**src/hw/rtl/ttw_pkg.sv**
```systemverilog
package ttw_pkg;

   // screen geometry defaults
   localparam int COLUMNS_DEFAULT = 80;
   localparam int ROWS_DEFAULT    = 25;

   // fixed field widths
   localparam int CMD_W     = 2;
   localparam int CHAR_W    = 8;
   localparam int CELL_W    = 16;
   localparam int ROW_OUT_W = 5;
   localparam int COL_OUT_W = 7;
   localparam int COLOR_W   = 8;

   localparam logic [COLOR_W-1:0] COLOR_RESET = 8'h07;
   localparam logic [CELL_W-1:0]  CELL_RESET  = 16'h0720;

   // tab stops
   localparam int TAB_STEP = 4;
   localparam int TAB_BITS = $clog2(TAB_STEP);
   localparam int TAB_W    = TAB_BITS + 1;

   // character codes
   localparam logic [CHAR_W-1:0] CHAR_BLANK     = 8'h20;
   localparam logic [CHAR_W-1:0] CHAR_NEWLINE   = 8'h0a;
   localparam logic [CHAR_W-1:0] CHAR_RETURN    = 8'h0d;
   localparam logic [CHAR_W-1:0] CHAR_TAB       = 8'h09;
   localparam logic [CHAR_W-1:0] CHAR_BACKSPACE = 8'h08;

   // command codes
   localparam logic [CMD_W-1:0] CMD_PUT   = 2'd0;
   localparam logic [CMD_W-1:0] CMD_CLEAR = 2'd1;
   localparam logic [CMD_W-1:0] CMD_READ  = 2'd2;

   // kind of work a transfer asks for
   typedef logic [2:0] kind_type;
   localparam kind_type K_PLAIN   = 3'd0;
   localparam kind_type K_NEWLINE = 3'd1;
   localparam kind_type K_RETURN  = 3'd2;
   localparam kind_type K_TAB     = 3'd3;
   localparam kind_type K_BACK    = 3'd4;
   localparam kind_type K_CLEAR   = 3'd5;
   localparam kind_type K_READ    = 3'd6;
   localparam kind_type K_NOP     = 3'd7;

   // screen store address source
   typedef logic [2:0] addr_sel_type;
   localparam addr_sel_type ADDR_SWEEP    = 3'd0;
   localparam addr_sel_type ADDR_CURSOR   = 3'd1;
   localparam addr_sel_type ADDR_BACK     = 3'd2;
   localparam addr_sel_type ADDR_LAST_ROW = 3'd3;
   localparam addr_sel_type ADDR_REQ      = 3'd4;

   // screen store write data
   typedef logic [1:0] wdata_sel_type;
   localparam wdata_sel_type WD_INIT  = 2'd0;
   localparam wdata_sel_type WD_BLANK = 2'd1;
   localparam wdata_sel_type WD_CHAR  = 2'd2;

   // cursor update
   typedef logic [2:0] cur_op_type;
   localparam cur_op_type CUR_HOLD    = 3'd0;
   localparam cur_op_type CUR_ADVANCE = 3'd1;
   localparam cur_op_type CUR_NEWLINE = 3'd2;
   localparam cur_op_type CUR_RETURN  = 3'd3;
   localparam cur_op_type CUR_BACK    = 3'd4;
   localparam cur_op_type CUR_SCROLL  = 3'd5;
   localparam cur_op_type CUR_HOME    = 3'd6;

   typedef struct packed {
      logic          latch_req;
      logic          ram_we;
      addr_sel_type  addr_sel;
      wdata_sel_type wdata_sel;
      cur_op_type    cur_op;
      logic          sweep_clr;
      logic          sweep_inc;
      logic          tab_dec;
      logic          cell_cap;
      logic          rsp_load;
   } ctl_type;

   typedef struct packed {
      kind_type req_kind;
      kind_type kind;
      logic     col_last;
      logic     row_last;
      logic     at_home;
      logic     tab_more;
      logic     tab_pending;
      logic     sweep_end_cells;
      logic     sweep_end_cols;
   } st_type;

   function automatic kind_type kind_of(logic [CMD_W-1:0] cmd, logic [CHAR_W-1:0] ch);
      kind_type k;
      k = K_NOP;
      if (cmd == CMD_PUT) begin
         if (ch == CHAR_NEWLINE) k = K_NEWLINE;
         else if (ch == CHAR_RETURN) k = K_RETURN;
         else if (ch == CHAR_TAB) k = K_TAB;
         else if (ch == CHAR_BACKSPACE) k = K_BACK;
         else k = K_PLAIN;
      end else if (cmd == CMD_CLEAR) begin
         k = K_CLEAR;
      end else if (cmd == CMD_READ) begin
         k = K_READ;
      end
      return k;
   endfunction

endpackage

```
**src/hw/rtl/ttw_ctrl.sv**
```systemverilog
module ttw_ctrl (
   input  logic             clock,
   input  logic             reset,
   input  logic             req_valid,
   output logic             req_stall,
   output logic             rsp_valid,
   input  logic             rsp_stall,
   input  ttw_pkg::st_type  st,
   output ttw_pkg::ctl_type ctl
);

   localparam logic [2:0] S_INIT   = 3'd0;
   localparam logic [2:0] S_IDLE   = 3'd1;
   localparam logic [2:0] S_PUT    = 3'd2;
   localparam logic [2:0] S_MOVE   = 3'd3;
   localparam logic [2:0] S_SCROLL = 3'd4;
   localparam logic [2:0] S_CLEAR  = 3'd5;
   localparam logic [2:0] S_READ   = 3'd6;
   localparam logic [2:0] S_DONE   = 3'd7;

   logic [2:0] state_ff, state_in;
   logic       rsp_valid_ff, rsp_valid_in;
   logic       out_free;
   logic       req_accept;

   function automatic logic [2:0] start_state(ttw_pkg::kind_type k);
      logic [2:0] s;
      case (k) inside
         ttw_pkg::K_PLAIN, ttw_pkg::K_TAB:                   s = S_PUT;
         ttw_pkg::K_NEWLINE, ttw_pkg::K_RETURN, ttw_pkg::K_BACK: s = S_MOVE;
         ttw_pkg::K_CLEAR:                                   s = S_CLEAR;
         ttw_pkg::K_READ:                                    s = S_READ;
         default:                                            s = S_DONE;
      endcase
      return s;
   endfunction

   assign out_free   = !rsp_valid_ff || !rsp_stall;
   assign req_stall  = !((state_ff == S_IDLE) || ((state_ff == S_DONE) && out_free));
   assign req_accept = req_valid && !req_stall;
   assign rsp_valid  = rsp_valid_ff;

   always_comb begin
      ctl           = '0;
      ctl.addr_sel  = ttw_pkg::ADDR_REQ;
      ctl.wdata_sel = ttw_pkg::WD_BLANK;
      ctl.cur_op    = ttw_pkg::CUR_HOLD;
      state_in      = state_ff;
      unique case (state_ff)
         S_INIT: begin
            ctl.ram_we    = 1'b1;
            ctl.addr_sel  = ttw_pkg::ADDR_SWEEP;
            ctl.wdata_sel = ttw_pkg::WD_INIT;
            ctl.sweep_inc = 1'b1;
            if (st.sweep_end_cells) state_in = S_IDLE;
         end
         S_IDLE: begin
            if (req_valid) begin
               ctl.latch_req = 1'b1;
               state_in      = start_state(st.req_kind);
            end
         end
         S_PUT: begin
            ctl.ram_we    = 1'b1;
            ctl.addr_sel  = ttw_pkg::ADDR_CURSOR;
            ctl.wdata_sel = ttw_pkg::WD_CHAR;
            ctl.tab_dec   = 1'b1;
            if (st.col_last && st.row_last) begin
               ctl.cur_op    = ttw_pkg::CUR_SCROLL;
               ctl.sweep_clr = 1'b1;
               state_in      = S_SCROLL;
            end else begin
               ctl.cur_op = ttw_pkg::CUR_ADVANCE;
               state_in   = st.tab_more ? S_PUT : S_DONE;
            end
         end
         S_MOVE: begin
            state_in = S_DONE;
            case (st.kind)
               ttw_pkg::K_NEWLINE: begin
                  if (st.row_last) begin
                     ctl.cur_op    = ttw_pkg::CUR_SCROLL;
                     ctl.sweep_clr = 1'b1;
                     state_in      = S_SCROLL;
                  end else begin
                     ctl.cur_op = ttw_pkg::CUR_NEWLINE;
                  end
               end
               ttw_pkg::K_RETURN: ctl.cur_op = ttw_pkg::CUR_RETURN;
               ttw_pkg::K_BACK: begin
                  // nothing to blank at home
                  ctl.ram_we   = !st.at_home;
                  ctl.addr_sel = ttw_pkg::ADDR_BACK;
                  ctl.cur_op   = ttw_pkg::CUR_BACK;
               end
               default: ctl.cur_op = ttw_pkg::CUR_HOLD;
            endcase
         end
         S_SCROLL: begin
            ctl.ram_we    = 1'b1;
            ctl.addr_sel  = ttw_pkg::ADDR_LAST_ROW;
            ctl.sweep_inc = 1'b1;
            // a tab may still have blanks to put after the scroll
            if (st.sweep_end_cols) state_in = st.tab_pending ? S_PUT : S_DONE;
         end
         S_CLEAR: begin
            ctl.ram_we    = 1'b1;
            ctl.addr_sel  = ttw_pkg::ADDR_SWEEP;
            ctl.sweep_inc = 1'b1;
            if (st.sweep_end_cells) begin
               ctl.cur_op = ttw_pkg::CUR_HOME;
               state_in   = S_DONE;
            end
         end
         S_READ: begin
            ctl.cell_cap = 1'b1;
            state_in     = S_DONE;
         end
         S_DONE: begin
            if (out_free) begin
               ctl.rsp_load = 1'b1;
               if (req_valid) begin
                  ctl.latch_req = 1'b1;
                  state_in      = start_state(st.req_kind);
               end else begin
                  state_in = S_IDLE;
               end
            end
         end
         default: state_in = S_IDLE;
      endcase
   end

   assign rsp_valid_in = ctl.rsp_load || (rsp_valid_ff && rsp_stall);

   always_ff @(posedge clock) begin
      if (reset) begin
         state_ff     <= S_INIT;
         rsp_valid_ff <= 1'b0;
      end else begin
         state_ff     <= state_in;
         rsp_valid_ff <= rsp_valid_in;
      end
   end

   // a waiting result is never overwritten
   assert property (@(posedge clock) disable iff (reset)
      ctl.rsp_load |-> (!rsp_valid_ff || !rsp_stall))
      else $error("result register loaded while still held");

   // the screen store is left alone while waiting for work
   assert property (@(posedge clock) disable iff (reset)
      (state_ff == S_IDLE || state_ff == S_DONE) |-> !ctl.ram_we)
      else $error("screen store written outside a command");

   // a read transfer captures its cell on the next cycle
   assert property (@(posedge clock) disable iff (reset)
      (req_accept && st.req_kind == ttw_pkg::K_READ) |=> (state_ff == S_READ))
      else $error("read command did not reach the capture step");

endmodule

```
**config.mk**
```make
export PLATFORM = sky130hd
export DESIGN_NAME = ttw_ctrl
export DESIGN_NICKNAME = d
export VERILOG_FILES = /design/src/hw/rtl/ttw_pkg.sv /design/src/hw/rtl/ttw_ctrl.sv
export SDC_FILE = /design/constraint.sdc
export NUM_CORES = 1
export LEC_CHECK = 0
export ABC_AREA = 1
export BUFFER_PORTS_ARGS = -buffer_cell sky130_fd_sc_hd__clkbuf_2
export CAP_MARGIN = 20
export CORE_UTILIZATION = 45
export DETAILED_ROUTE_END_ITERATION = 8
export HOLD_SLACK_MARGIN = 0.02
export PLACE_DENSITY = 0.9
export SYNTH_ARGS = -nofsm -noshare
export SYNTH_HDL_FRONTEND = slang
export SYNTH_SLANG_ARGS = --single-unit
```
**constraint.sdc**
```tcl
create_clock -name clock -period 1.7 [get_ports clock]
set_input_delay 0.085 -clock clock [delete_from_list [all_inputs] [get_ports clock]]
set_output_delay 0.085 -clock clock [all_outputs]
set_load 0.1 [all_outputs]
```
# Yosys cells after proc, flatten, opt, wreduce, memory -nomap -nowiden
# Index checks and enable logic that the tools add are counted.
[classes]
n_eq_ne = 21
reduce_logical = 17
n_mux = 36
[ops]
columns = ["op", "n"]
rows = [
  ["$mux W3", 14],
  ["$eq A3 B3 Y1 const B", 8],
  ["$pmux W3 S8", 1],
  ["$pmux W3 S3", 2],
  ["$pmux W4 S4", 1],
  ["$eq A3 B2 Y1 const B", 5],
  ["$mux W1", 11],
  ["$ne A2 B2 Y1 const B", 5],
  ["$eq A3 B1 Y1 const B", 3],
  ["$logic_not A3 Y1", 2],
  ["$mux W2", 3],
  ["$reduce_or A3 Y1", 2],
  ["$reduce_and A5 Y1", 1],
  ["$logic_not A1 Y1", 4],
  ["$mux W4", 1],
  ["$pmux W1 S2", 2],
  ["$pmux W2 S2", 1],
  ["$reduce_or A2 Y1", 2],
  ["$logic_and A1 B1 Y1", 3],
  ["$logic_or A1 B1 Y1", 3],
]
[word_totals]
in_bits = 17
ff_bits = 4

# Depth between registers and ports, before layout
# Gate-level depths: netlist of run 1.
[depth]
depth_word = 8
depth_mapped = 10
ltp_nobuf = 9

# Worst setup path before layout of run 1
# No wires, ideal clock.
[synth_path]
path_kind = "register to output"
from = "reg rsp_valid_ff, in the netlist rsp_valid"
to = "out ctl[14] (netlist bit)"
stages_incl_launch_ff = 6
slack_ns = -3.246
t_required_ns = 1.615
arrival_time_ns = 4.861
n_path_buf = 0
path_cell_list = "dfxtp_1 > nand2_1 > inv_1 > nor2_1 > a31oi_1 > nor2_1"
[synth_rtl]
columns = ["element", "line_no", "rtl"]
rows = [
  ["start, declared", "ttw_ctrl.sv:22", "logic rsp_valid_ff, rsp_valid_in;"],
  ["start signal, assigned", "ttw_ctrl.sv:142", "rsp_valid_ff <= rsp_valid_in;"],
  ["end, declared", "ttw_ctrl.sv:9", "output ttw_pkg::ctl_type ctl"],
]

==> impl_metrics.toml, run 1 <==
[run_status]
outcome = "finished, final reports clean"

[logic_synthesis]
synth-seq-cells = 4
synth_simple_gate_area_share_pct = 60.0
synth_fa_ha_area_share_pct = 0
synth_area_in_xor_xnor_pct = 0
largest_family_of_logic_cells_by_synthesized_area = "simple AND/OR/NAND/NOR gates"
register_area_share_after_synthesis_pct = 12.1
synth_top_cell_by_area = "sky130_fd_sc_hd__nand2_1"
synth_top_area_share_pct = 20.5
netlist_area_um2 = 661
synth_area_per_cell_um2 = 5.65
yosys_warnings = 0
post_synth_main_area_contributors = "sky130_fd_sc_hd__nand2_1 (20%), sky130_fd_sc_hd__dfxtp_1 (12%), sky130_fd_sc_hd__nor2_1 (9.1%)"
mappedNetlistNets = 134
synthMuxAreaShare_pct = 0
synth_compound_area_share_pct = 12.5
synthDistinctLibCells = 24
synthCells = 117

[detailed_routing]
antenna_violating_nets_post_route = 0
vias = 1011
detailedRoute.firstIterationViolations = 48
routedWlPerCell_um = 15.8
routed_wire_length_mm = 2.67
dr_pass1_iterations = 4
detail_route.vias_per_cell = 5.98
detail_route.drc_violations = 0

[sta]
relSlewSlack_pct = 64.1
final.setup_skew_ps = 1.86
fin_crit_ps = 1660
final_min_period_over_clock_period_pct = 97.6
fmaxAchievable_mhz = 603
max_slew.worst_pin.slew_ps = 541
hold_slack_ps = 39.1
hold_viol = 0
setup_total_negative_slack_ps = 0
report.final.setup_viol = 0
number_of_slew_limit_violations_in_the_final_report = 0

[die]
core-area_um2 = 1330
io_pins = 34
fp.dieW_um = 40.3
dieArea_um2 = 1630
die-height_um = 40.3
placement_rows = 13
floorplan.initialDensity_pct = 49.5

[global_routing]
grt_pass1_wl_mm = 3.68
number_of_global_route_vias_before_repair = 861
global_route.usage.total_pct = 34.2
grt_start_max_net_pins = 10
gr_met3_demand_resource_pct = 9.44
use_met2_pct = 64.5
gr-usage-met1_pct = 35.7
globalRouteOverflowTotal = 0
initial_antenna_violation_count = 0
top_usage_layer = "met2"

[final_layout]
mostFrequentLayoutCells = "sky130_fd_sc_hd__nand2_1 (33), sky130_fd_sc_hd__clkbuf_2 (17), sky130_fd_sc_hd__buf_12 (14), sky130_fd_sc_hd__inv_1 (12), sky130_fd_sc_hd__nor2_1 (12)"
areaGrowthSynthToFinish_pct = 81.3
final_net_count = 172
final_common_cell = "sky130_fd_sc_hd__nand2_1"
final_layout_size_suffix_gt1_share_pct = 47.4
finish.utilization_pct = 89.8
insertedDiodeCount = 0
finished_layout_cells = 169

[placement]
globalplace.congestion = 0.897
port_buffers = 33
place_inst = 165
place.detailed.hpwl_mm = 1.92

[cts]
cts_inserted_buffers = 3
cts_root_buffer = "sky130_fd_sc_hd__clkbuf_4"
tritoncts_num_sinks = 4
tritoncts_clock_tree = "built"
cts_htree_levels = 1
cts-root-to-sink-buffers = 2
cts.clk_slew.worst_paths_ps = 40
clk_latency_ps = 250
cts_post_setup_buffers_inserted = 0
postCtsHoldBufs = 0

[worst_hold_path]
hp-class = "in2reg"
worstHoldPathCells = 2

[worst_setup_path]
setup.worst_path.start_class = "register"
setup.reg_to_reg.worst_slack_ps = 290
worst-endpoint-required_ps = 1620
cp-end-kind = "output pin"
critical_path_arrival_ps = 1570
timing.rr.start = "state_ff[1]"
critPathMaxFanout = 8
timing.rr.end = "state_ff[0]"
cp-startpoint = "state_ff[2]"
ff2ff_path_depth = 10
critPathCapture = "ctl[13]"
worstSetupPathType = "reg2out"

[run]
drv.max_cap_violation_count = 0
cell type report:
type / instances / area (um2)
clock buffers: 4 / 26.3
fillers: 54 / 136
inverters: 15 / 58.8
multi-input cells: 94 / 583
flip-flops and latches: 4 / 92.6
well taps: 15 / 18.8
repair buffers: 37 / 418
sequential cells by signal (all words and copies together) (netlist names):
name	flops
state_ff	3
rsp_valid	1
through the flow:
step	worst slack [ps]	instance area (um2)
6_report	40.6	1200
5_1_grt	-0.304	1200
4_1_cts	-4.06	1180
3_5_place_dp	140	1130
3_3_place_gp	214	1130
2_1_floorplan	-459	751
worst max-delay path, cell delays in order, from the launching register on:
cell                      delay (ps)
sky130_fd_sc_hd__dfxtp_4         400
sky130_fd_sc_hd__buf_6           170
sky130_fd_sc_hd__nor2_4          120
sky130_fd_sc_hd__inv_1            80
sky130_fd_sc_hd__and3_4          190
sky130_fd_sc_hd__a31oi_4         170
sky130_fd_sc_hd__buf_12          190
what timing repair did:
item                                    in CTS  in global routing
resized for setup                            6                  7
endpoints found under the setup margin       6                  4
pin swaps                                    0                  1
metal layers:
layer	vias up	share of wire, %
met4	0	3.6
met2	84	50
li1	455	-
met1	453	38
met5	-	0
met3	19	7.7
cells in the mapped netlist, drive strengths merged:
cell    instances
o21ai           5
nor2           20
or2             1
nand2          38
a31oi           2
and3            1
nand4           3
inv            15
nor3            1
nand3b          2
nand3          14
a311oi          1
a21oi           5
dfxtp           4
buf             4
o21a            1
logic make-up (layout without fill, tap and decap cells):
family	count (synthesis)	after routing
AO/OA/AOI/OAI	14	14
AND/OR/NAND/NOR	80	80
buffers and inverters	19	56
flip-flops	4	4
worst min path at each step:
stage / startpoint / to / slack, ps
after global placement: reset / rsp_valid / 290
after CTS: reset / rsp_valid / 40
after detailed placement: reset / rsp_valid / 290
final: reset / rsp_valid / 40
after global routing: reset / state_ff[2] / 40
after floorplan: reset / rsp_valid / 140
Power of run 1 is left out: the tool's default activity adds up to more than one toggle a clock period on the data nets, which glitch-free logic cannot reach.
==> run 2: changes to the inputs <==
==> constraint.sdc (replaced) <==
create_clock -name clock -period 2 [get_ports clock]
set_input_delay 0.3 -clock clock [delete_from_list [all_inputs] [get_ports clock]]
set_output_delay 0.3 -clock clock [all_outputs]
set_load 0.1 [all_outputs]
==> run 2 against run 1 <==
Compared with the run above: via count is 7.7% lower; wire length is 14% lower; sequential cell count stayed put; register-to-register slack better by 330 ps; critical endpoint unchanged; highest routed layer unchanged; cell count is 0.59% lower; global-route usage is 3.4 points lower; final area is 2.7% lower; setup slack better by 59 ps; non-clock buffer count is 1 lower; critical path type unchanged; first-iteration DRC count is 38% higher.
==> impl_metrics.toml, run 2 (synthesized netlist as in run 1, its figures left out) <==
[sta]
relSlewSlack_pct = 64.3
final.setup_skew_ps = 11.2
fin_crit_ps = 1900
final_min_period_over_clock_period_pct = 95.0
hold_slack_ps = 272
rsz0062_at_grt = "no"
fmaxAchievable_mhz = 526
max_slew.worst_pin.slew_ps = 537
hold_viol = 0
number_of_slew_limit_violations_in_the_final_report = 0
report.final.setup_viol = 0

[cts]
postCtsResizedCells = 3
cts_inserted_buffers = 3
clk_latency_ps = 230
cts.clk_slew.worst_paths_ps = 50
cts-root-to-sink-buffers = 2
postCtsHoldBufs = 0
tritoncts_clock_tree = "built"
cts_htree_levels = 1
cts_post_setup_buffers_inserted = 0
tritoncts_num_sinks = 4
cts_root_buffer = "sky130_fd_sc_hd__clkbuf_4"

[run]
drv.max_cap_violation_count = 0

[worst_setup_path]
cp-end-kind = "output pin"
crit_path_max_incr_delay_ps = 400
worstSetupPathType = "reg2out"
critical_path_arrival_ps = 1600
path_cells = "buf_4 -> nor2_1 -> inv_1 -> and3_4 -> a31oi_4 -> buf_12"
setup.worst_path.start_class = "register"
cp-startpoint = "state_ff[2]"
timing.critical_path.buf_inv = 3
critPathMaxFanout = 11
crit_path_max_delay_family = "buffers and inverters"
timing.rr.start = "state_ff[2]"
worst-endpoint-required_ps = 1700
critPathSlowestCell = "sky130_fd_sc_hd__dfxtp_4"

[die]
die-height_um = 40.3
dieArea_um2 = 1630
fp.dieW_um = 40.3
io_pins = 34
placement_rows = 13
floorplan.initialDensity_pct = 49.5
core-area_um2 = 1330

[placement]
port_buffers = 33
globalplace.congestion = 0.900
place.detailed.hpwl_mm = 1.86
place_inst = 164

[final_layout]
final_net_count = 171
mostFrequentLayoutCells = "sky130_fd_sc_hd__nand2_1 (34), sky130_fd_sc_hd__clkbuf_2 (17), sky130_fd_sc_hd__nor2_1 (14), sky130_fd_sc_hd__buf_12 (14), sky130_fd_sc_hd__inv_1 (12)"
largest_register_ffs = 3
largest_register = "state_ff"
areaGrowthSynthToFinish_pct = 76.3
insertedDiodeCount = 0
final_common_cell = "sky130_fd_sc_hd__nand2_1"
final_layout_size_suffix_gt1_share_pct = 45.1
finished_layout_cells = 168

[detailed_routing]
antenna_violating_nets_post_route = 0
vias = 933
dr_pass1_iterations = 6
routedWlPerCell_um = 13.6
routed_wire_length_mm = 2.29
detail_route.vias_per_cell = 5.55
detail_route.drc_violations = 0
detailedRoute.firstIterationViolations = 66

[global_routing]
initial_antenna_violation_count = 0
globalRouteOverflowTotal = 0
global_route.usage.total_pct = 30.8
grt_pass1_wl_mm = 3.31
grt_start_max_net_pins = 12
number_of_global_route_vias_before_repair = 832

[run_status]
outcome = "finished, final reports clean"

[worst_hold_path]
timing.hold.worst.start = "reset"
hp-class = "in2reg"
[run 2: cell type report]
| type | count | area, um2 |
|---|---|---|
| repair buffers | 36 | 403 |
| well taps | 15 | 18.8 |
| clock buffers | 4 | 26.3 |
| fillers | 73 | 169 |
| inverters | 15 | 56.3 |
| flip-flops and latches | 4 | 95.1 |
| multi-input cells | 94 | 566 |
[run 2: metrics by stage]
stage | setup slack [ps] | TNS, ps | cell area, um2 | util, %
finish | 99.7 | 0 | 1160 | 87.3
global route | 26.8 | 0 | 1160 | 87.3
floorplan | -374 | -1360 | 751 | -
CTS | 38.8 | 0 | 1160 | 86.8
global placement | 234 | 0 | 1130 | 84.5
detailed placement | 147 | 0 | 1130 | 84.5
[run 2: routing by layer]
layer  GRT usage, %  routed length (um)  vias up
met4           11.7                  34        0
li1               -                   -      453
met2           60.9                1210       68
met1           30.5                 853      406
met5              0                   0        -
met3           6.67                 191        6
[run 2: path summary, 6_finish.rpt]
path,end,slack [ps],cells after the start
setup / recovery,ctl[13],100,6
hold / removal,state_ff[2],270,2
setup reg to reg,state_ff[1],620,8
hold reg to reg,rsp_valid,540,2
Power of run 2 is left out for the same reason.
==> run 3: changes to the inputs <==
--- a/config.mk
+++ b/config.mk
@@ -6,7 +6,7 @@
 export NUM_CORES = 1
 export LEC_CHECK = 0
 export ABC_AREA = 1
-export BUFFER_PORTS_ARGS = -buffer_cell sky130_fd_sc_hd__clkbuf_2
+export BUFFER_PORTS_ARGS = -buffer_cell sky130_fd_sc_hd__buf_2
 export CAP_MARGIN = 20
 export CORE_UTILIZATION = 45
 export DETAILED_ROUTE_END_ITERATION = 8
==> run 3 against run 2 <==
Compared with the run above: global-route usage increased by 2.0 points; cell count unchanged; setup slack got worse by 24 ps; core utilization decreased by 1.5 points; via count increased by 0.86%; wire length decreased by 3.6%; final area decreased by 1.7%; clock-buffer cell count unchanged.
==> impl_metrics.toml, run 3 (synthesized netlist as in run 1, its figures left out) <==
[run_status]
outcome = "finished, final reports clean"

[cts]
tritoncts_clock_tree = "built"
cts.clk_slew.worst_paths_ps = 40
tritoncts_num_sinks = 4
cts_post_setup_buffers_inserted = 0
cts_inserted_buffers = 3
cts_htree_levels = 1
cts_root_buffer = "sky130_fd_sc_hd__clkbuf_4"
clk_latency_ps = 250
cts-root-to-sink-buffers = 2

[worst_setup_path]
critPathSlowestCell = "sky130_fd_sc_hd__dfxtp_4"
path_depth = 6
cp-end-kind = "output pin"
cp-startpoint = "state_ff[0]"
timing.rr.start = "state_ff[2]"
crit_path_max_incr_delay_ps = 420
critPathMaxFanout = 9
worstSetupPathType = "reg2out"
path_cells = "nand2_4 -> nor2_2 -> inv_1 -> or2_1 -> nand4_1 -> buf_12"
setup.worst_path.start_class = "register"
critical_path_arrival_ps = 1620
worst-endpoint-required_ps = 1700
timing.critical_path.buf_inv = 2
ff2ff_path_depth = 8
crit_path_max_delay_family = "simple AND/OR/NAND/NOR gates"

[placement]
place.detailed.hpwl_mm = 1.82
globalplace.congestion = 0.915
port_buffers = 33

[die]
core-area_um2 = 1330
fp.dieW_um = 40.3
placement_rows = 13
floorplan.initialDensity_pct = 49.5
dieArea_um2 = 1630
io_pins = 34
die-height_um = 40.3

[detailed_routing]
routedWlPerCell_um = 13.1
dr_pass1_iterations = 4
vias = 941
detail_route.vias_per_cell = 5.60
routed_wire_length_mm = 2.20
detail_route.drc_violations = 0
detailedRoute.firstIterationViolations = 57
antenna_violating_nets_post_route = 0

[final_layout]
final_common_cell = "sky130_fd_sc_hd__nand2_1"
areaGrowthSynthToFinish_pct = 73.3
largest_register_ffs = 3
final_layout_size_suffix_gt1_share_pct = 45.1
insertedDiodeCount = 0
final_net_count = 171
largest_register = "state_ff"
mostFrequentLayoutCells = "sky130_fd_sc_hd__nand2_1 (34), sky130_fd_sc_hd__buf_2 (20), sky130_fd_sc_hd__nor2_1 (14), sky130_fd_sc_hd__buf_12 (13), sky130_fd_sc_hd__inv_1 (12)"

[sta]
max_slew.worst_pin.slew_ps = 492
fin_crit_ps = 1920
number_of_slew_limit_violations_in_the_final_report = 0
rsz0062_at_grt = "no"
report.final.setup_viol = 0
hold_slack_ps = 263
hold_viol = 0
final_min_period_over_clock_period_pct = 96.2
relSlewSlack_pct = 67.5
final.setup_skew_ps = 4.10
fmaxAchievable_mhz = 520

[global_routing]
globalRouteOverflowTotal = 0
grt_start_max_net_pins = 12
number_of_global_route_vias_before_repair = 821
global_route.usage.total_pct = 32.8
grt_pass1_wl_mm = 3.51
initial_antenna_violation_count = 0

[run]
drv.max_cap_violation_count = 0

[worst_hold_path]
timing.hold.worst.start = "reset"
hp-class = "in2reg"
worstHoldPathCells = 2
## run 3: layer usage
layer	global-route usage [%]	vias up	wire, um
met5	0	-	0
met1	36.2	409	791
li1	-	453	-
met3	4.44	10	186
met4	13.3	0	77
met2	61.7	69	1150
## run 3: final cells by class
class	instances	area (um2)
timing repair buffer	36	383
tap	15	18.8
fill	71	189
sequential	4	95.1
inverter	15	56.3
clock buffer	4	26.3
multi-input combinational	94	566
## run 3: worst paths after layout
| path | slack, ps | to |
|---|---|---|
| worst min register to register | 570 | rsp_valid |
| worst max register to register | 630 | state_ff[0] |
| worst min-delay path | 260 | state_ff[1] |
| worst max-delay path | 80 | ctl[7] |
## run 3: repair_timing
action,in CTS,in global routing
hold buffers,0,0
endpoints found under the setup margin,6,2
resized for setup,3,3
## run 3: worst register-to-register path, cell delays in order, from the launching register on
cell	delay, ps
sky130_fd_sc_hd__dfxtp_4	400
sky130_fd_sc_hd__inv_2	170
sky130_fd_sc_hd__o21ai_0	150
sky130_fd_sc_hd__nand2_1	110
sky130_fd_sc_hd__nand2_1	70
sky130_fd_sc_hd__nor2_1	130
sky130_fd_sc_hd__nand3_1	100
sky130_fd_sc_hd__nor2_1	90
sky130_fd_sc_hd__nor2_1	60
## run 3: through the flow
step           TNS, ps  utilization (%)  std cells  worst slack [ps]  area, um2
2_1_floorplan    -1360                -        117              -374        751
3_3_place_gp         0             83.0        164               235       1110
3_5_place_dp         0             83.0        164               164       1110
4_1_cts              0             85.3        168              44.0       1140
5_1_grt              0             85.8        168              7.26       1140
6_report             0             85.8        168              75.7       1140
Power of run 3 is left out for the same reason.
