--- config.mk ---
export PLATFORM = sky130hd
export DESIGN_NAME = ttw_datapath
export DESIGN_NICKNAME = d
export VERILOG_FILES = /design/src/hw/rtl/ttw_pkg.sv /design/src/hw/rtl/ttw_datapath.sv
export SDC_FILE = /design/constraint.sdc
export NUM_CORES = 1
export LEC_CHECK = 0
export BUFFER_PORTS_ARGS = -buffer_cell sky130_fd_sc_hd__buf_2
export CELL_PAD_IN_SITES_DETAIL_PLACEMENT = 1
export CELL_PAD_IN_SITES_GLOBAL_PLACEMENT = 1
export CORE_MARGIN = 2
export CORE_UTILIZATION = 43
export CTS_CLUSTER_SIZE = 10
export DETAILED_ROUTE_END_ITERATION = 6
export HOLD_SLACK_MARGIN = 0.05
export PLACE_DENSITY = 0.85
export SYNTH_ARGS = -nofsm -noshare
export SYNTH_HDL_FRONTEND = slang
export SYNTH_SLANG_ARGS = --single-unit
--- constraint.sdc ---
create_clock -name clock -period 9.85 [get_ports clock]
set_input_delay 1.4775 -clock clock [delete_from_list [all_inputs] [get_ports clock]]
set_output_delay 1.4775 -clock clock [all_outputs]
set_load 0.005 [all_outputs]
--- src/hw/rtl/ttw_pkg.sv ---
package ttw_pkg;

   // screen geometry defaults
   localparam int COLUMNS_DEFAULT = 80;
   localparam int ROWS_DEFAULT    = 25;

   // fixed field widths
   localparam int CMD_W     = 2;
   localparam int CHAR_W    = 8;
   localparam int CELL_W    = 16;
   localparam int ROW_OUT_W = 5;
   localparam int COL_OUT_W = 7;
   localparam int COLOR_W   = 8;

   localparam logic [COLOR_W-1:0] COLOR_RESET = 8'h07;
   localparam logic [CELL_W-1:0]  CELL_RESET  = 16'h0720;

   // tab stops
   localparam int TAB_STEP = 4;
   localparam int TAB_BITS = $clog2(TAB_STEP);
   localparam int TAB_W    = TAB_BITS + 1;

   // character codes
   localparam logic [CHAR_W-1:0] CHAR_BLANK     = 8'h20;
   localparam logic [CHAR_W-1:0] CHAR_NEWLINE   = 8'h0a;
   localparam logic [CHAR_W-1:0] CHAR_RETURN    = 8'h0d;
   localparam logic [CHAR_W-1:0] CHAR_TAB       = 8'h09;
   localparam logic [CHAR_W-1:0] CHAR_BACKSPACE = 8'h08;

   // command codes
   localparam logic [CMD_W-1:0] CMD_PUT   = 2'd0;
   localparam logic [CMD_W-1:0] CMD_CLEAR = 2'd1;
   localparam logic [CMD_W-1:0] CMD_READ  = 2'd2;

   // kind of work a transfer asks for
   typedef logic [2:0] kind_type;
   localparam kind_type K_PLAIN   = 3'd0;
   localparam kind_type K_NEWLINE = 3'd1;
   localparam kind_type K_RETURN  = 3'd2;
   localparam kind_type K_TAB     = 3'd3;
   localparam kind_type K_BACK    = 3'd4;
   localparam kind_type K_CLEAR   = 3'd5;
   localparam kind_type K_READ    = 3'd6;
   localparam kind_type K_NOP     = 3'd7;

   // screen store address source
   typedef logic [2:0] addr_sel_type;
   localparam addr_sel_type ADDR_SWEEP    = 3'd0;
   localparam addr_sel_type ADDR_CURSOR   = 3'd1;
   localparam addr_sel_type ADDR_BACK     = 3'd2;
   localparam addr_sel_type ADDR_LAST_ROW = 3'd3;
   localparam addr_sel_type ADDR_REQ      = 3'd4;

   // screen store write data
   typedef logic [1:0] wdata_sel_type;
   localparam wdata_sel_type WD_INIT  = 2'd0;
   localparam wdata_sel_type WD_BLANK = 2'd1;
   localparam wdata_sel_type WD_CHAR  = 2'd2;

   // cursor update
   typedef logic [2:0] cur_op_type;
   localparam cur_op_type CUR_HOLD    = 3'd0;
   localparam cur_op_type CUR_ADVANCE = 3'd1;
   localparam cur_op_type CUR_NEWLINE = 3'd2;
   localparam cur_op_type CUR_RETURN  = 3'd3;
   localparam cur_op_type CUR_BACK    = 3'd4;
   localparam cur_op_type CUR_SCROLL  = 3'd5;
   localparam cur_op_type CUR_HOME    = 3'd6;

   typedef struct packed {
      logic          latch_req;
      logic          ram_we;
      addr_sel_type  addr_sel;
      wdata_sel_type wdata_sel;
      cur_op_type    cur_op;
      logic          sweep_clr;
      logic          sweep_inc;
      logic          tab_dec;
      logic          cell_cap;
      logic          rsp_load;
   } ctl_type;

   typedef struct packed {
      kind_type req_kind;
      kind_type kind;
      logic     col_last;
      logic     row_last;
      logic     at_home;
      logic     tab_more;
      logic     tab_pending;
      logic     sweep_end_cells;
      logic     sweep_end_cols;
   } st_type;

   function automatic kind_type kind_of(logic [CMD_W-1:0] cmd, logic [CHAR_W-1:0] ch);
      kind_type k;
      k = K_NOP;
      if (cmd == CMD_PUT) begin
         if (ch == CHAR_NEWLINE) k = K_NEWLINE;
         else if (ch == CHAR_RETURN) k = K_RETURN;
         else if (ch == CHAR_TAB) k = K_TAB;
         else if (ch == CHAR_BACKSPACE) k = K_BACK;
         else k = K_PLAIN;
      end else if (cmd == CMD_CLEAR) begin
         k = K_CLEAR;
      end else if (cmd == CMD_READ) begin
         k = K_READ;
      end
      return k;
   endfunction

endpackage

--- src/hw/rtl/ttw_datapath.sv ---
module ttw_datapath #(
   parameter int COLUMNS = ttw_pkg::COLUMNS_DEFAULT,
   parameter int ROWS    = ttw_pkg::ROWS_DEFAULT
) (
   input  logic                            clock,
   input  logic                            reset,
   input  logic [ttw_pkg::CMD_W-1:0]       req_cmd,
   input  logic [ttw_pkg::CHAR_W-1:0]      req_char_code,
   input  logic [ttw_pkg::ROW_OUT_W-1:0]   req_cell_row,
   input  logic [ttw_pkg::COL_OUT_W-1:0]   req_cell_col,
   input  logic [ttw_pkg::COLOR_W-1:0]     text_color,
   input  ttw_pkg::ctl_type                ctl,
   output ttw_pkg::st_type                 st,
   output logic                            ram_we,
   output logic [$clog2(ROWS*COLUMNS)-1:0] ram_addr,
   output logic [ttw_pkg::CELL_W-1:0]      ram_wdata,
   input  logic [ttw_pkg::CELL_W-1:0]      ram_rdata,
   output logic [ttw_pkg::ROW_OUT_W-1:0]   rsp_cursor_row,
   output logic [ttw_pkg::COL_OUT_W-1:0]   rsp_cursor_col,
   output logic [ttw_pkg::CELL_W-1:0]      rsp_cell_value,
   output logic                            rsp_scrolled
);

   localparam int CELLS     = ROWS * COLUMNS;
   localparam int ADDR_W    = $clog2(CELLS);
   localparam int ROW_W     = $clog2(ROWS);
   localparam int COL_W     = $clog2(COLUMNS);
   localparam int TAB_W     = ttw_pkg::TAB_W;
   localparam int TAB_BITS  = ttw_pkg::TAB_BITS;
   localparam int ROW_OUT_W = ttw_pkg::ROW_OUT_W;
   localparam int COL_OUT_W = ttw_pkg::COL_OUT_W;
   localparam int CELL_W    = ttw_pkg::CELL_W;
   localparam int CHAR_W    = ttw_pkg::CHAR_W;

   localparam logic [ROW_W-1:0] ROW_LAST = ROW_W'(ROWS - 1);
   localparam logic [COL_W-1:0] COL_LAST = COL_W'(COLUMNS - 1);

   logic [ROW_W-1:0]  row_ff, row_in;
   logic [COL_W-1:0]  col_ff, col_in;
   logic [ROW_W-1:0]  top_ff, top_in;
   logic [ADDR_W-1:0] sweep_ff, sweep_in;
   logic [TAB_W-1:0]  tab_left_ff, tab_left_in;
   ttw_pkg::kind_type kind_ff;
   logic [CHAR_W-1:0] char_ff;
   logic              in_range_ff;
   logic              scrolled_ff, scrolled_in;
   logic [CELL_W-1:0] cell_ff;

   logic [ROW_OUT_W-1:0] rsp_row_ff;
   logic [COL_OUT_W-1:0] rsp_col_ff;
   logic [CELL_W-1:0]    rsp_cell_ff;
   logic                 rsp_scrolled_ff;

   ttw_pkg::kind_type req_kind;
   logic              req_in_range;
   logic [ROW_W-1:0]  req_row;
   logic [COL_W-1:0]  req_col;
   logic [ROW_W-1:0]  bk_row;
   logic [COL_W-1:0]  bk_col;
   logic [ROW_W-1:0]  a_row;
   logic [COL_W-1:0]  a_col;
   logic [ROW_W:0]    row_sum;
   logic [ROW_W-1:0]  p_row;
   logic [ADDR_W-1:0] cell_addr;

   assign req_kind     = ttw_pkg::kind_of(req_cmd, req_char_code);
   assign req_in_range = (32'(req_cell_row) < ROWS) && (32'(req_cell_col) < COLUMNS);
   assign req_row      = req_in_range ? ROW_W'(req_cell_row) : '0;
   assign req_col      = req_in_range ? COL_W'(req_cell_col) : '0;

   // backspace target: previous cell, or end of the previous row
   always_comb begin
      bk_row = row_ff;
      bk_col = col_ff;
      if (col_ff != '0) begin
         bk_col = col_ff - COL_W'(1);
      end else if (row_ff != '0) begin
         bk_row = row_ff - ROW_W'(1);
         bk_col = COL_LAST;
      end
   end

   // rows live in a ring: top_ff is the store row shown as row 0
   always_comb begin
      case (ctl.addr_sel)
         ttw_pkg::ADDR_CURSOR: begin
            a_row = row_ff;
            a_col = col_ff;
         end
         ttw_pkg::ADDR_BACK: begin
            a_row = bk_row;
            a_col = bk_col;
         end
         ttw_pkg::ADDR_LAST_ROW: begin
            a_row = ROW_LAST;
            a_col = COL_W'(sweep_ff);
         end
         default: begin
            a_row = req_row;
            a_col = req_col;
         end
      endcase
      row_sum   = (ROW_W+1)'(a_row) + (ROW_W+1)'(top_ff);
      p_row     = (row_sum >= (ROW_W+1)'(ROWS)) ? ROW_W'(row_sum - (ROW_W+1)'(ROWS))
                                                : ROW_W'(row_sum);
      cell_addr = ADDR_W'(ADDR_W'(p_row) * ADDR_W'(COLUMNS)) + ADDR_W'(a_col);
   end

   assign ram_we   = ctl.ram_we;
   assign ram_addr = (ctl.addr_sel == ttw_pkg::ADDR_SWEEP) ? sweep_ff : cell_addr;

   always_comb begin
      case (ctl.wdata_sel)
         ttw_pkg::WD_INIT: ram_wdata = ttw_pkg::CELL_RESET;
         ttw_pkg::WD_CHAR: ram_wdata = {text_color, char_ff};
         default:          ram_wdata = {text_color, ttw_pkg::CHAR_BLANK};
      endcase
   end

   // cursor and ring top
   always_comb begin
      row_in      = row_ff;
      col_in      = col_ff;
      top_in      = top_ff;
      scrolled_in = scrolled_ff;
      case (ctl.cur_op)
         ttw_pkg::CUR_ADVANCE: begin
            if (col_ff == COL_LAST) begin
               col_in = '0;
               row_in = row_ff + ROW_W'(1);
            end else begin
               col_in = col_ff + COL_W'(1);
            end
         end
         ttw_pkg::CUR_NEWLINE: begin
            col_in = '0;
            row_in = row_ff + ROW_W'(1);
         end
         ttw_pkg::CUR_RETURN: col_in = '0;
         ttw_pkg::CUR_BACK: begin
            row_in = bk_row;
            col_in = bk_col;
         end
         ttw_pkg::CUR_SCROLL: begin
            row_in      = ROW_LAST;
            col_in      = '0;
            top_in      = (top_ff == ROW_LAST) ? '0 : top_ff + ROW_W'(1);
            scrolled_in = 1'b1;
         end
         ttw_pkg::CUR_HOME: begin
            row_in = '0;
            col_in = '0;
            top_in = '0;
         end
         default: row_in = row_ff;
      endcase
      if (ctl.latch_req) scrolled_in = 1'b0;
   end

   always_comb begin
      sweep_in = sweep_ff;
      if (ctl.sweep_clr || ctl.latch_req) sweep_in = '0;
      else if (ctl.sweep_inc) sweep_in = sweep_ff + ADDR_W'(1);
   end

   always_comb begin
      tab_left_in = tab_left_ff;
      if (ctl.latch_req) begin
         case (req_kind)
            ttw_pkg::K_TAB:
               tab_left_in = TAB_W'(ttw_pkg::TAB_STEP) - TAB_W'(col_ff[TAB_BITS-1:0]);
            ttw_pkg::K_PLAIN: tab_left_in = TAB_W'(1);
            default:          tab_left_in = '0;
         endcase
      end else if (ctl.tab_dec) begin
         tab_left_in = tab_left_ff - TAB_W'(1);
      end
   end

   always_ff @(posedge clock) begin
      if (reset) begin
         row_ff      <= '0;
         col_ff      <= '0;
         top_ff      <= '0;
         sweep_ff    <= '0;
         scrolled_ff <= 1'b0;
      end else begin
         row_ff      <= row_in;
         col_ff      <= col_in;
         top_ff      <= top_in;
         sweep_ff    <= sweep_in;
         scrolled_ff <= scrolled_in;
      end
   end

   always_ff @(posedge clock) begin
      tab_left_ff <= tab_left_in;
      if (ctl.latch_req) begin
         kind_ff     <= req_kind;
         char_ff     <= (req_kind == ttw_pkg::K_TAB) ? ttw_pkg::CHAR_BLANK : req_char_code;
         in_range_ff <= req_in_range;
         cell_ff     <= '0;
      end else if (ctl.cell_cap) begin
         cell_ff <= in_range_ff ? ram_rdata : '0;
      end
      if (ctl.rsp_load) begin
         rsp_row_ff      <= ROW_OUT_W'(row_ff);
         rsp_col_ff      <= COL_OUT_W'(col_ff);
         rsp_cell_ff     <= cell_ff;
         rsp_scrolled_ff <= scrolled_ff;
      end
   end

   assign st.req_kind        = req_kind;
   assign st.kind            = kind_ff;
   assign st.col_last        = (col_ff == COL_LAST);
   assign st.row_last        = (row_ff == ROW_LAST);
   assign st.at_home         = (row_ff == '0) && (col_ff == '0);
   assign st.tab_more        = (tab_left_ff > TAB_W'(1));
   assign st.tab_pending     = (tab_left_ff != '0);
   assign st.sweep_end_cells = (sweep_ff == ADDR_W'(CELLS - 1));
   assign st.sweep_end_cols  = (sweep_ff == ADDR_W'(COLUMNS - 1));

   assign rsp_cursor_row = rsp_row_ff;
   assign rsp_cursor_col = rsp_col_ff;
   assign rsp_cell_value = rsp_cell_ff;
   assign rsp_scrolled   = rsp_scrolled_ff;

   // cursor stays on the screen between steps
   assert property (@(posedge clock) disable iff (reset)
      (32'(row_ff) < ROWS) && (32'(col_ff) < COLUMNS))
      else $error("cursor left the screen");

   // ring top always names a real store row
   assert property (@(posedge clock) disable iff (reset)
      32'(top_ff) < ROWS)
      else $error("ring top out of range");

endmodule

* Yosys cells after proc, flatten, opt, wreduce, memory -nomap -nowiden
Index checks and enable logic that the tools add are counted.
Word-level totals: output and inout bits 70, register bits 89, word-level logic and storage cells 101
Cells by class: mux-type cells 28, reduce and logical (&&, ||, !) cells 20, add/sub/neg operators 11, multipliers 1, magnitude comparators 4, equal/unequal tests 23
Operators with widths (count):
- one-hot mux 7 bit (3 select lines) | 2
- == test 8 x 4 -> 1 bit, second input constant | 4
- one-hot mux 16 bit (2 select lines) | 1
- two-way mux 5 bit | 6
- two-way mux 7 bit | 4
- one-hot mux 5 bit (5 select lines) | 1
- two-way mux 3 bit | 7
- two-way mux 16 bit | 1
- == test 3 x 2 -> 1 bit, second input constant | 5
- one-hot mux 5 bit (3 select lines) | 1
- adder 11 x 1 -> 11 bit, second input constant | 1
- adder 11 x 7 -> 11 bit | 1
- == test 11 bit, second input constant | 1
- == test 11 x 7 -> 1 bit, second input constant | 1
- two-way mux 11 bit | 1
- adder 5 x 1 -> 5 bit, second input constant | 2
- == test 5 bit, second input constant | 2
- one-hot mux 5 bit (2 select lines) | 1
- nonzero test 5 bit | 2
- == test 3 bit, second input constant | 3
- adder 7 x 1 -> 7 bit, second input constant | 1
- == test 7 bit, second input constant | 1
- logical NOT 7 bit | 1
- < comparator 7 bit, second input constant | 1
- other kinds (28) | 36

* Depth between registers and ports, before layout
Gate-level depths: netlist of the first run.
depth in word-level cells 10, depth in mapped cells 26, gate-level depth less buffers 26

* Worst setup path before layout of the first run
Ideal clock, no wire load.
path type input port to output port, start point input ctl[11] (netlist bit), end point output ram_addr[10], stages 22, path slack 2106 ps, path buffers 2, arrival time 6267 ps, path through clkbuf_1 clkbuf_1 o21ai_0 a221oi_1 nor2_1 ha_1 fa_1 inv_1 ha_1 o311ai_1 o211ai_1 o311ai_1 o21ai_0 ha_1 ha_1 fa_1 nand2_1 o21bai_1 mux2_2 o2bb2ai_1 xnor2_1 a21oi_1
Between the ends: word-level cells in the longest chain between the ends 8
Ends and longest elaborated chain:
- start, declared | line ttw_datapath.sv:12 | input ttw_pkg::ctl_type ctl,
- == test 3 x 2 -> 1 bit / == test 3 x 1 -> 1 bit (equally long branches) | line ttw_datapath.sv:85 | case (ctl.addr_sel)
- one-hot mux 5 bit (3 select lines) | line ttw_datapath.sv:85
- adder 5 x 5 -> 6 bit | line ttw_datapath.sv:103 | row_sum = (ROW_W+1)'(a_row) + (ROW_W+1)'(top_ff);
- subtractor 5 bit / greater-or-equal comparator 6 x 5 -> 1 bit (equally long branches) | line ttw_datapath.sv:104 | p_row = (row_sum >= (ROW_W+1)'(ROWS)) ? ROW_W'(row_sum - (ROW_W+1)'(ROWS))
- two-way mux 5 bit | line ttw_datapath.sv:104
- multiplier 5 x 3 -> 7 bit | line ttw_datapath.sv:106 | cell_addr = ADDR_W'(ADDR_W'(p_row) * ADDR_W'(COLUMNS)) + ADDR_W'(a_col);
- adder 11 x 7 -> 11 bit | line ttw_datapath.sv:106
- two-way mux 11 bit * | line ttw_datapath.sv:110 | assign ram_addr = (ctl.addr_sel == ttw_pkg::ADDR_SWEEP) ? sweep_ff : cell_addr;
- end, declared | line ttw_datapath.sv:15 | output logic [$clog2(ROWS*COLUMNS)-1:0] ram_addr,
Mark *: on every way between the ends. The rest lies on a longest branch, timed or not.

* Final worst setup path of the first run
start point input req_cell_row[1] (netlist bit), end point output ram_addr[10]
Between the ends: word-level cells in the longest chain between the ends 10
Ends and longest elaborated chain:
- start, declared | line ttw_datapath.sv:9 | input logic [ttw_pkg::ROW_OUT_W-1:0] req_cell_row,
- < comparator 5 bit | line ttw_datapath.sv:67 | assign req_in_range = (32'(req_cell_row) < ROWS) && (32'(req_cell_col) < COLUMNS);
- logical AND 1 bit | line ttw_datapath.sv:67
- two-way mux 5 bit | line ttw_datapath.sv:68 | assign req_row = req_in_range ? ROW_W'(req_cell_row) : '0;
- one-hot mux 5 bit (3 select lines) | line ttw_datapath.sv:85
- adder 5 x 5 -> 6 bit | line ttw_datapath.sv:103
- subtractor 5 bit / greater-or-equal comparator 6 x 5 -> 1 bit (equally long branches) | line ttw_datapath.sv:104
- two-way mux 5 bit | line ttw_datapath.sv:104
- multiplier 5 x 3 -> 7 bit | line ttw_datapath.sv:106
- adder 11 x 7 -> 11 bit * | line ttw_datapath.sv:106
- two-way mux 11 bit * | line ttw_datapath.sv:110
Marks and branches as above.

==> results of run 1 <==
[worst paths after layout]
kind / slack [ns] / from / cells after the start / to
worst min register to register: 0.42 / cell_ff[14] / 0 / rsp_cell_value[14]
worst min-delay path: 0.42 / cell_ff[14] / 0 / rsp_cell_value[14]
worst max register to register: 7.46 / col_ff[0] / 8 / row_ff[4]
worst max-delay path: 1.57 / req_cell_row[1] / 24 / ram_addr[10]
[final cells by class]
cell class | instances | area share
repair buffers | 130 | 0.1015
well taps | 168 | 0.03279
inverters | 23 | 0.01347
clock buffers | 9 | 0.03513
multi-input cells | 459 | 0.4590
clock inverters | 7 | 0.01151
flip-flops and latches | 89 | 0.3466
[metrics by stage]
stage | instance area, um^2 | power, mW | setup WS (ns) | utilization | cells
2_1_floorplan | 5414 | 0.6145 | 2.106 | - | 608
3_3_place_gp | 6112 | 0.7018 | 1.867 | 0.5026 | 869
3_5_place_dp | 6112 | 0.7172 | 1.581 | 0.5026 | 869
4_1_cts | 6411 | 1.062 | 1.576 | 0.5272 | 885
5_1_grt | 6411 | 1.107 | 1.132 | 0.5272 | 885
6_report | 6411 | 1.052 | 1.568 | 0.5272 | 885
[cell usage in the layout (no fill, tap or decap), drive strengths merged, types with 6 or more instances in the layout]
| cell | n |
|---|---|
| a21oi | 56 |
| or2 | 7 |
| a211oi | 9 |
| and2 | 11 |
| nand3 | 11 |
| edfxtp | 44 |
| mux2i | 8 |
| and3 | 7 |
| nand2b | 9 |
| nor2 | 78 |
| inv | 26 |
| clkbuf | 9 |
| ha | 28 |
| nand4 | 6 |
| dfxtp | 45 |
| xnor2 | 10 |
| xor2 | 14 |
| nor2b | 32 |
| nor3 | 17 |
| a22oi | 7 |
| nand2 | 40 |
| o21ai | 37 |
| buf | 130 |
[report_power, final]
group          internal, mW  switching [mW]
Combinational         0.121           0.161
Sequential            0.410          0.0171
Clock                 0.179           0.164
Total                 0.710           0.342
[state kept, by name (all words and copies together), names as in the netlist]
| name | count |
|---|---|
| sweep_ff | 11 |
| rsp_scrolled | 1 |
| tab_left_ff | 3 |
| rsp_cell_value | 16 |
| col_ff | 7 |
| rsp_cursor_row | 5 |
| scrolled_ff | 1 |
| char_ff | 8 |
| row_ff | 5 |
| in_range_ff | 1 |
| top_ff | 5 |
| rsp_cursor_col | 7 |
| kind_ff | 3 |
| cell_ff | 16 |
[kinds of logic after synthesis]
kind of cell	count (synthesis)	share of synthesized area
xor+xnor	24	0.03883
flops	89	0.4104
mux	9	0.01687
compound gates	154	0.1773
buf+inv	60	0.04599
fa+ha+maj	31	0.07580
simple gates	241	0.2348
[worst max-delay path, cell delays in order]
cell       delay [ns]
buf_2            0.11
o311ai_0         0.37
and2_1           0.44
a21oi_1          0.13
nor2_1           0.11
ha_1             0.19
fa_1             0.46
inv_1            0.14
ha_1             0.19
inv_1            0.06
o311ai_1         0.32
o211ai_1         0.27
o311ai_1         0.16
o21ai_0          0.18
ha_1             0.33
ha_1             0.24
fa_1             0.48
nand2_1          0.10
o21bai_1         0.15
mux2_2           0.36
o2bb2ai_1        0.17
xnor2_1          0.14
a21oi_1          0.08
buf_2            0.14
[per-layer routing]
layer / vias up / share of wire
li1: 2369 / -
met1: 2394 / 0.43
met2: 152 / 0.50
met3: 18 / 0.054
met4: 0 / 0.015
met5: - / 0
==> impl_metrics.json, run 1 <==
{
  "multi_input_area_mm2": 0.002943,
  "setup_viol": 0,
  "route.detailed.wl_per_inst_um": 17.34,
  "wl_um": 15350,
  "max_freq_mhz": 120.8,
  "ant_nets": 0,
  "syn-num-nets": 702,
  "coreArea_mm2": 0.01216,
  "grt_antenna_before_repair": 0,
  "gr-total-overflow": 0,
  "ir_drop_uv": 74.55,
  "insertion_delay_ns": 0.35,
  "clockBufferDepth": 2,
  "vias_per_cell": 5.574,
  "grt_max_degree": 38,
  "synth_cell_types": 71,
  "cp.required_ns": 8.37,
  "min_path_type": "reg -> reg",
  "io_buffer_count": 130,
  "p_leak_nw": 2.687,
  "setup_tns_ns": 0,
  "dieHeight_um": 116.2,
  "dr.pass1.iters": 4,
  "yosys.area.top_type": "edfxtp_1",
  "holdWs_ns": 0.4237,
  "ys.flop_type": "dfxtp_1",
  "num_vias": 4933,
  "period_needed_ns": 8.282,
  "critPathArrivalTime_ns": 6.80,
  "hold_viol_final": 0,
  "gp_congestion": 0.8891,
  "finalCritPeriodShare": 0.8408,
  "max_cap_viol_count": 0,
  "cts_tree": "done",
  "use_met2": 0.4113,
  "htree_levels": 3,
  "maxSlewHeadroom": 0.5168,
  "finalClockSkew_ns": 0.005950,
  "syn_area_mm2": 0.005414,
  "syn_avg_cell_area_um2": 8.905,
  "grt_busiest_layer": "met2",
  "cts_root_buffer": "clkbuf_16",
  "synth_top_area_frac": 0.2440,
  "grt_pass1_wl_um": 24580,
  "fin_nets": 806,
  "run_status": "complete, no violations",
  "synth_most_common_cell": "nor2_1",
  "rsz0062_at_grt": "no",
  "ys_seq_elements": 89,
  "use_met1": 0.2846,
  "drive_gt1_frac": 0.2301,
  "rows": 40,
  "synthCells": 608,
  "finalMaxSlewViolations": 0,
  "cts_made_buffers": 9,
  "met3_usage": 0.04359,
  "register_area_mm2": 0.002222,
  "hold_buffers": 0,
  "first_iter_violations": 325,
  "syn2layout_area_growth_pct": 18.42,
  "start_util": 0.4452,
  "critical_path_class": "in -> out",
  "cts_sinks": 89,
  "die-area_mm2": 0.01350,
  "cts.repair.resized": 0,
  "tightest_slew_ns": 0.7248,
  "ios": 133,
  "post-cts-setup-buffers": 0,
  "power.density_mw_per_mm2": 164.1,
  "grtUsageTotal": 0.2312,
  "synth_async_sr_flop_share": 0,
  "clkSlewWorstSetupHoldPaths_ns": 0.07,
  "fillers": 1487,
  "yosysSeqAreaShare": 0.4104,
  "synth-edff-count": 44,
  "cp-end-kind": "primary output",
  "cp-start-kind": "input pin",
  "dpl.hpwl_um": 11850,
  "grt_pass1_vias": 4992,
  "diodes": 0,
  "drc": 0,
  "synth_top_cells_by_count": "77 x nor2_1, 56 x a21oi_1, 45 x dfxtp_1",
  "synth_warnings": 0,
  "die_w_um": 116.2,
  "synth.area.top_cells": "edfxtp_1 24%, dfxtp_1 17%, ha_1 6.5%",
  "crit_fanout": 11
}
Note: power is estimated with default switching activity, not from simulation.
==> run 2: changes to the inputs <==
ABC_AREA = 1   (was unset)
CORE_UTILIZATION = 39   (was 43)
PLACE_DENSITY = 0.81   (was 0.85)
clock period = 8.4 ns   (was 9.85 ns; I/O delays follow)
==> impl_metrics.json, run 2 <==
{
  "syn-num-nets": 793,
  "htree_levels": 3,
  "diodes": 0,
  "hold_buffers": 0,
  "dr.pass1.iters": 4,
  "gp_congestion": 0.9292,
  "setup_viol": 0,
  "drive_gt1_frac": 0.2139,
  "yosysSeqAreaShare": 0.4109,
  "synth_cell_types": 54,
  "critical_path_class": "in -> out",
  "critical-path-max-stage-delay_ns": 0.64,
  "cp-start-kind": "input pin",
  "finalClockSkew_ns": 0.01018,
  "dieHeight_um": 121.8,
  "insertion_delay_ns": 0.35,
  "grt_pass1_wl_um": 26160,
  "die_w_um": 121.8,
  "die-area_mm2": 0.01482,
  "cts_tree": "done",
  "clockBufferDepth": 2,
  "num_vias": 5221,
  "period_needed_ns": 7.553,
  "p_leak_nw": 2.981,
  "rows": 43,
  "grtUsageTotal": 0.2241,
  "wl_um": 16260,
  "ios": 133,
  "coreArea_mm2": 0.01372,
  "crit_fanout": 13,
  "synth_warnings": 0,
  "ant_nets": 0,
  "ys_seq_elements": 89,
  "yosys.area.top_type": "edfxtp_1",
  "first_iter_violations": 273,
  "run_status": "complete, no violations",
  "power.total_mw": 1.226,
  "cts_root_buffer": "clkbuf_16",
  "start_util": 0.3942,
  "critPathSlowestCell": "nor2_1",
  "postLayoutSetupSlackWorst_ns": 0.8469,
  "grt_antenna_before_repair": 1,
  "dpl.hpwl_um": 12920,
  "rsz0062_at_grt": "no",
  "synth.area.top_cells": "edfxtp_1 24%, dfxtp_1 17%, nand2_1 10%",
  "place_worst_setup_slack_ns": 0.8297,
  "cts_sinks": 89,
  "route.detailed.wl_per_inst_um": 16.21,
  "finalCritPeriodShare": 0.8992,
  "ir_drop_uv": 87.59,
  "cts.repair.resized": 0,
  "grt_pass1_vias": 5435,
  "synth_most_common_cell": "nand2_1",
  "maxSlewHeadroom": 0.4346,
  "power.density_mw_per_mm2": 189.5,
  "syn2layout_area_growth_pct": 19.57,
  "min_path_type": "reg -> reg",
  "vias_per_cell": 5.205,
  "design_area_mm2": 0.006466,
  "fin_nets": 912,
  "fin_util": 0.4713,
  "clkSlewWorstSetupHoldPaths_ns": 0.06,
  "place_area_mm2": 0.006176,
  "tightest_slew_ns": 0.8450,
  "cp.required_ns": 7.14,
  "max_cap_viol_count": 0,
  "grt_max_degree": 34,
  "synth_top_area_frac": 0.2443,
  "synthCells": 699,
  "syn_avg_cell_area_um2": 7.736,
  "ys.flop_type": "dfxtp_1",
  "synth_top_cells_by_count": "144 x nand2_1, 92 x inv_1, 66 x a21oi_1",
  "final_cell_mix": "144 x nand2_1, 130 x buf_2, 92 x inv_1",
  "drc": 0,
  "max_freq_mhz": 132.4,
  "post-cts-setup-buffers": 0,
  "gr-total-overflow": 0,
  "syn_area_mm2": 0.005408,
  "synth-edff-count": 44,
  "cp-end-kind": "primary output",
  "cts_made_buffers": 9,
  "setup_tns_ns": 0,
  "finalMaxSlewViolations": 0,
  "hold_viol_final": 0,
  "synth_async_sr_flop_share": 0,
  "final_common_cell": "nand2_1",
  "io_buffer_count": 130,
  "critPathArrivalTime_ns": 6.29
}
[run 2: cell types whose count changed after synthesis, moves of 11 or more]
cell and change:
nor2b_1 -32, nand2_1 +105, clkbuf_1 -14, inv_1 +69, nand3_1 +43, nor2_1 -16, and2_1 -11
[run 2: stage by stage]
stage                     hold slack (ns)  std cells
after floorplan                    0.4086        699
after global placement             0.4122        987
after detailed placement           0.4185        987
after CTS                          0.4348       1003
after global routing               0.4384       1003
final                              0.4339       1003
[run 2: worst paths after layout]
path | cells after the start | endpoint | startpoint | slack (ns)
max | 26 | ram_addr[10] | req_cell_row[1] | 0.85
min | 0 | rsp_cell_value[9] | cell_ff[9] | 0.43
max reg2reg | 7 | col_ff[4] | col_ff[0] | 6.41
min reg2reg | 0 | rsp_cell_value[9] | cell_ff[9] | 0.43
[run 2: cell type report]
class                      instances  area [um^2]
clock buffer                      11        254.0
clock inverter                     5        36.28
fill                            1760         7253
inverter                          96        361.6
multi-input combinational        492         2716
sequential                        89         2222
tap                              180        225.2
timing repair buffer             130        650.6
[run 2: per-layer routing]
metal  track usage  vias to the layer above  routed length (um)
li1              -                     2571                   -
met1        0.2641                     2483                6997
met2        0.3994                      145                7973
met3       0.05712                       20                1024
met4       0.06825                        2                 252
met5             0                        -                  11
[run 2: logic make-up after synthesis]
kind of cell    after synthesis  synth area share
flops                        89            0.4109
buf+inv                     118           0.08676
compound gates              140            0.1483
simple gates                307            0.2554
xor+xnor                     14           0.02267
fa+ha+maj                    31           0.07589
[run 2: worst max-delay path, delay by kind of cell]
family / cells / cell delay, ns
AO/OA/AOI/OAI: 2 / 0.60
XOR/XNOR: 1 / 0.28
adder cells (fa/ha/maj): 6 / 1.83
AND/OR/NAND/NOR: 13 / 1.91
buffers and inverters: 4 / 0.38
[run 2: report_power, final]
part | switching (mW) | internal (mW) | total, mW
Clock | 0.174 | 0.220 | 0.394
Sequential | 0.0246 | 0.484 | 0.509
Combinational | 0.196 | 0.127 | 0.323
Total | 0.394 | 0.831 | 1.23
==> run 3: changes to the inputs <==
==> constraint.sdc (replaced) <==
create_clock -name clock -period 8.4 [get_ports clock]
set_input_delay 0.84 -clock clock [delete_from_list [all_inputs] [get_ports clock]]
set_output_delay 0.84 -clock clock [all_outputs]
set_load 0.005 [all_outputs]
==> impl_metrics.json, run 3 (synthesis gave the netlist of run 2 again) <==
{
  "run_status": "complete, no violations",
  "dpl.hpwl_um": 12870,
  "worst_r2r_endpoint": "row_ff[3]",
  "max_freq_mhz": 145.2,
  "grt_pass1_wl_um": 26320,
  "num_vias": 5230,
  "ir_drop_uv": 99.40,
  "finalMaxSlewViolations": 0,
  "cts.repair.resized": 0,
  "final_common_cell": "nand2_1",
  "top_layer": "met5",
  "crit_top_cell": "ha_1",
  "diodes": 0,
  "dr.pass1.iters": 5,
  "ant_nets": 0,
  "finalCritPeriodShare": 0.8202,
  "die_w_um": 121.8,
  "cts_made_buffers": 9,
  "fillers": 1741,
  "crit_fanout": 10,
  "met3WireLength_um": 863,
  "coreArea_mm2": 0.01372,
  "cp-start-kind": "flip-flop",
  "design_area_mm2": 0.006491,
  "critical-path-max-stage-delay_ns": 0.59,
  "fin_nets": 912,
  "grt_antenna_before_repair": 1,
  "worstReg2RegStart": "col_ff[0]",
  "p_leak_nw": 2.991,
  "rsz0062_at_grt": "no",
  "cts_root_buffer": "clkbuf_16",
  "critPathSlowestCell": "dfxtp_1",
  "place_area_mm2": 0.006176,
  "htree_levels": 3,
  "power.total_mw": 1.261,
  "ios": 133,
  "first_iter_violations": 291,
  "rows": 43,
  "finalClockSkew_ns": 0.007593,
  "gp_congestion": 0.8823,
  "syn2layout_area_growth_pct": 20.04,
  "power.density_mw_per_mm2": 194.2,
  "cp.required_ns": 7.56,
  "wl_um": 16270,
  "max_cap_viol_count": 0,
  "holdWs_ns": 0.4295,
  "final_cell_mix": "144 x nand2_1, 130 x buf_2, 92 x inv_1",
  "wl_met2_um": 8069,
  "grtUsageTotal": 0.2234,
  "start_util": 0.3942,
  "io_buffer_count": 130,
  "cts_sinks": 89,
  "critical_path_class": "reg -> out",
  "insertion_delay_ns": 0.35,
  "crit_start": "col_ff[0]",
  "cts_tree": "done",
  "min_path_type": "reg -> reg",
  "clockBufferDepth": 2,
  "grt_pass1_vias": 5408,
  "final_cells": 1003,
  "hold_buffers": 0,
  "drive_gt1_frac": 0.2139,
  "die-area_mm2": 0.01482,
  "setup_viol": 0,
  "clkSlewWorstSetupHoldPaths_ns": 0.06,
  "hold_viol_final": 0,
  "maxSlewHeadroom": 0.4235,
  "endpoint": "ram_addr[10]",
  "dieHeight_um": 121.8,
  "wl_met1_um": 7142,
  "vias_per_cell": 5.214,
  "period_needed_ns": 6.889,
  "tightest_slew_ns": 0.8616,
  "critPathArrivalTime_ns": 6.05,
  "route.detailed.wl_per_inst_um": 16.22,
  "ff2ff_path_depth": 9,
  "post-cts-setup-buffers": 0,
  "r2r_slack_ns": 6.36,
  "gr-total-overflow": 0,
  "cp-end-kind": "primary output",
  "grt_max_degree": 34,
  "setup_tns_ns": 0,
  "drc": 0,
  "dp_cells": 987
}
[run 3: changes by cell type in the layout (fill, tap and decap cells not counted)]
cell	before	now
bufinv_16	0	1
clkinv_2	3	2
[run 3: power by group]
part,internal [mW],switching (mW),total [mW]
Clock,0.251,0.176,0.427
Combinational,0.127,0.198,0.326
Sequential,0.484,0.0245,0.509
[run 3: per-layer routing]
layer	vias up	global-route usage
met2	145	0.4029
met5	-	0
li1	2563	-
met3	19	0.04307
met4	2	0.06250
met1	2501	0.2703
[run 3: cell type report]
type	instances	area, um^2	share of cell area
multi-input combinational	492	2716	0.4185
sequential	89	2222	0.3423
timing repair buffer	130	650.6	0.1002
inverter	96	361.6	0.05571
clock buffer	11	254.0	0.03913
tap	180	225.2	0.03470
clock inverter	5	61.31	0.009445
[run 3: stage by stage]
step,setup slack (ns),util
global placement,2.145,0.4502
CTS,1.528,0.4731
floorplan,2.858,-
detailed placement,1.691,0.4502
finish,1.511,0.4731
global route,1.051,0.4731
[run 3: worst min path at each step]
stage                     slack [ns]  cells after the start        start                end
after floorplan                 0.41                      0   cell_ff[0]  rsp_cell_value[0]
after global placement          0.41                      0   cell_ff[6]  rsp_cell_value[6]
after detailed placement        0.42                      0   cell_ff[0]  rsp_cell_value[0]
after CTS                       0.43                      0  scrolled_ff       rsp_scrolled
after global routing            0.44                      0   cell_ff[0]  rsp_cell_value[0]
final                           0.43                      0  scrolled_ff       rsp_scrolled
[run 3: critical path: cells and delay by family (launching register included)]
kind	cells	cell delay, ns
compound gates	2	0.56
xor+xnor	2	0.53
fa+ha+maj	7	2.11
buf+inv	5	0.57
flops	1	0.59
simple gates	12	1.33
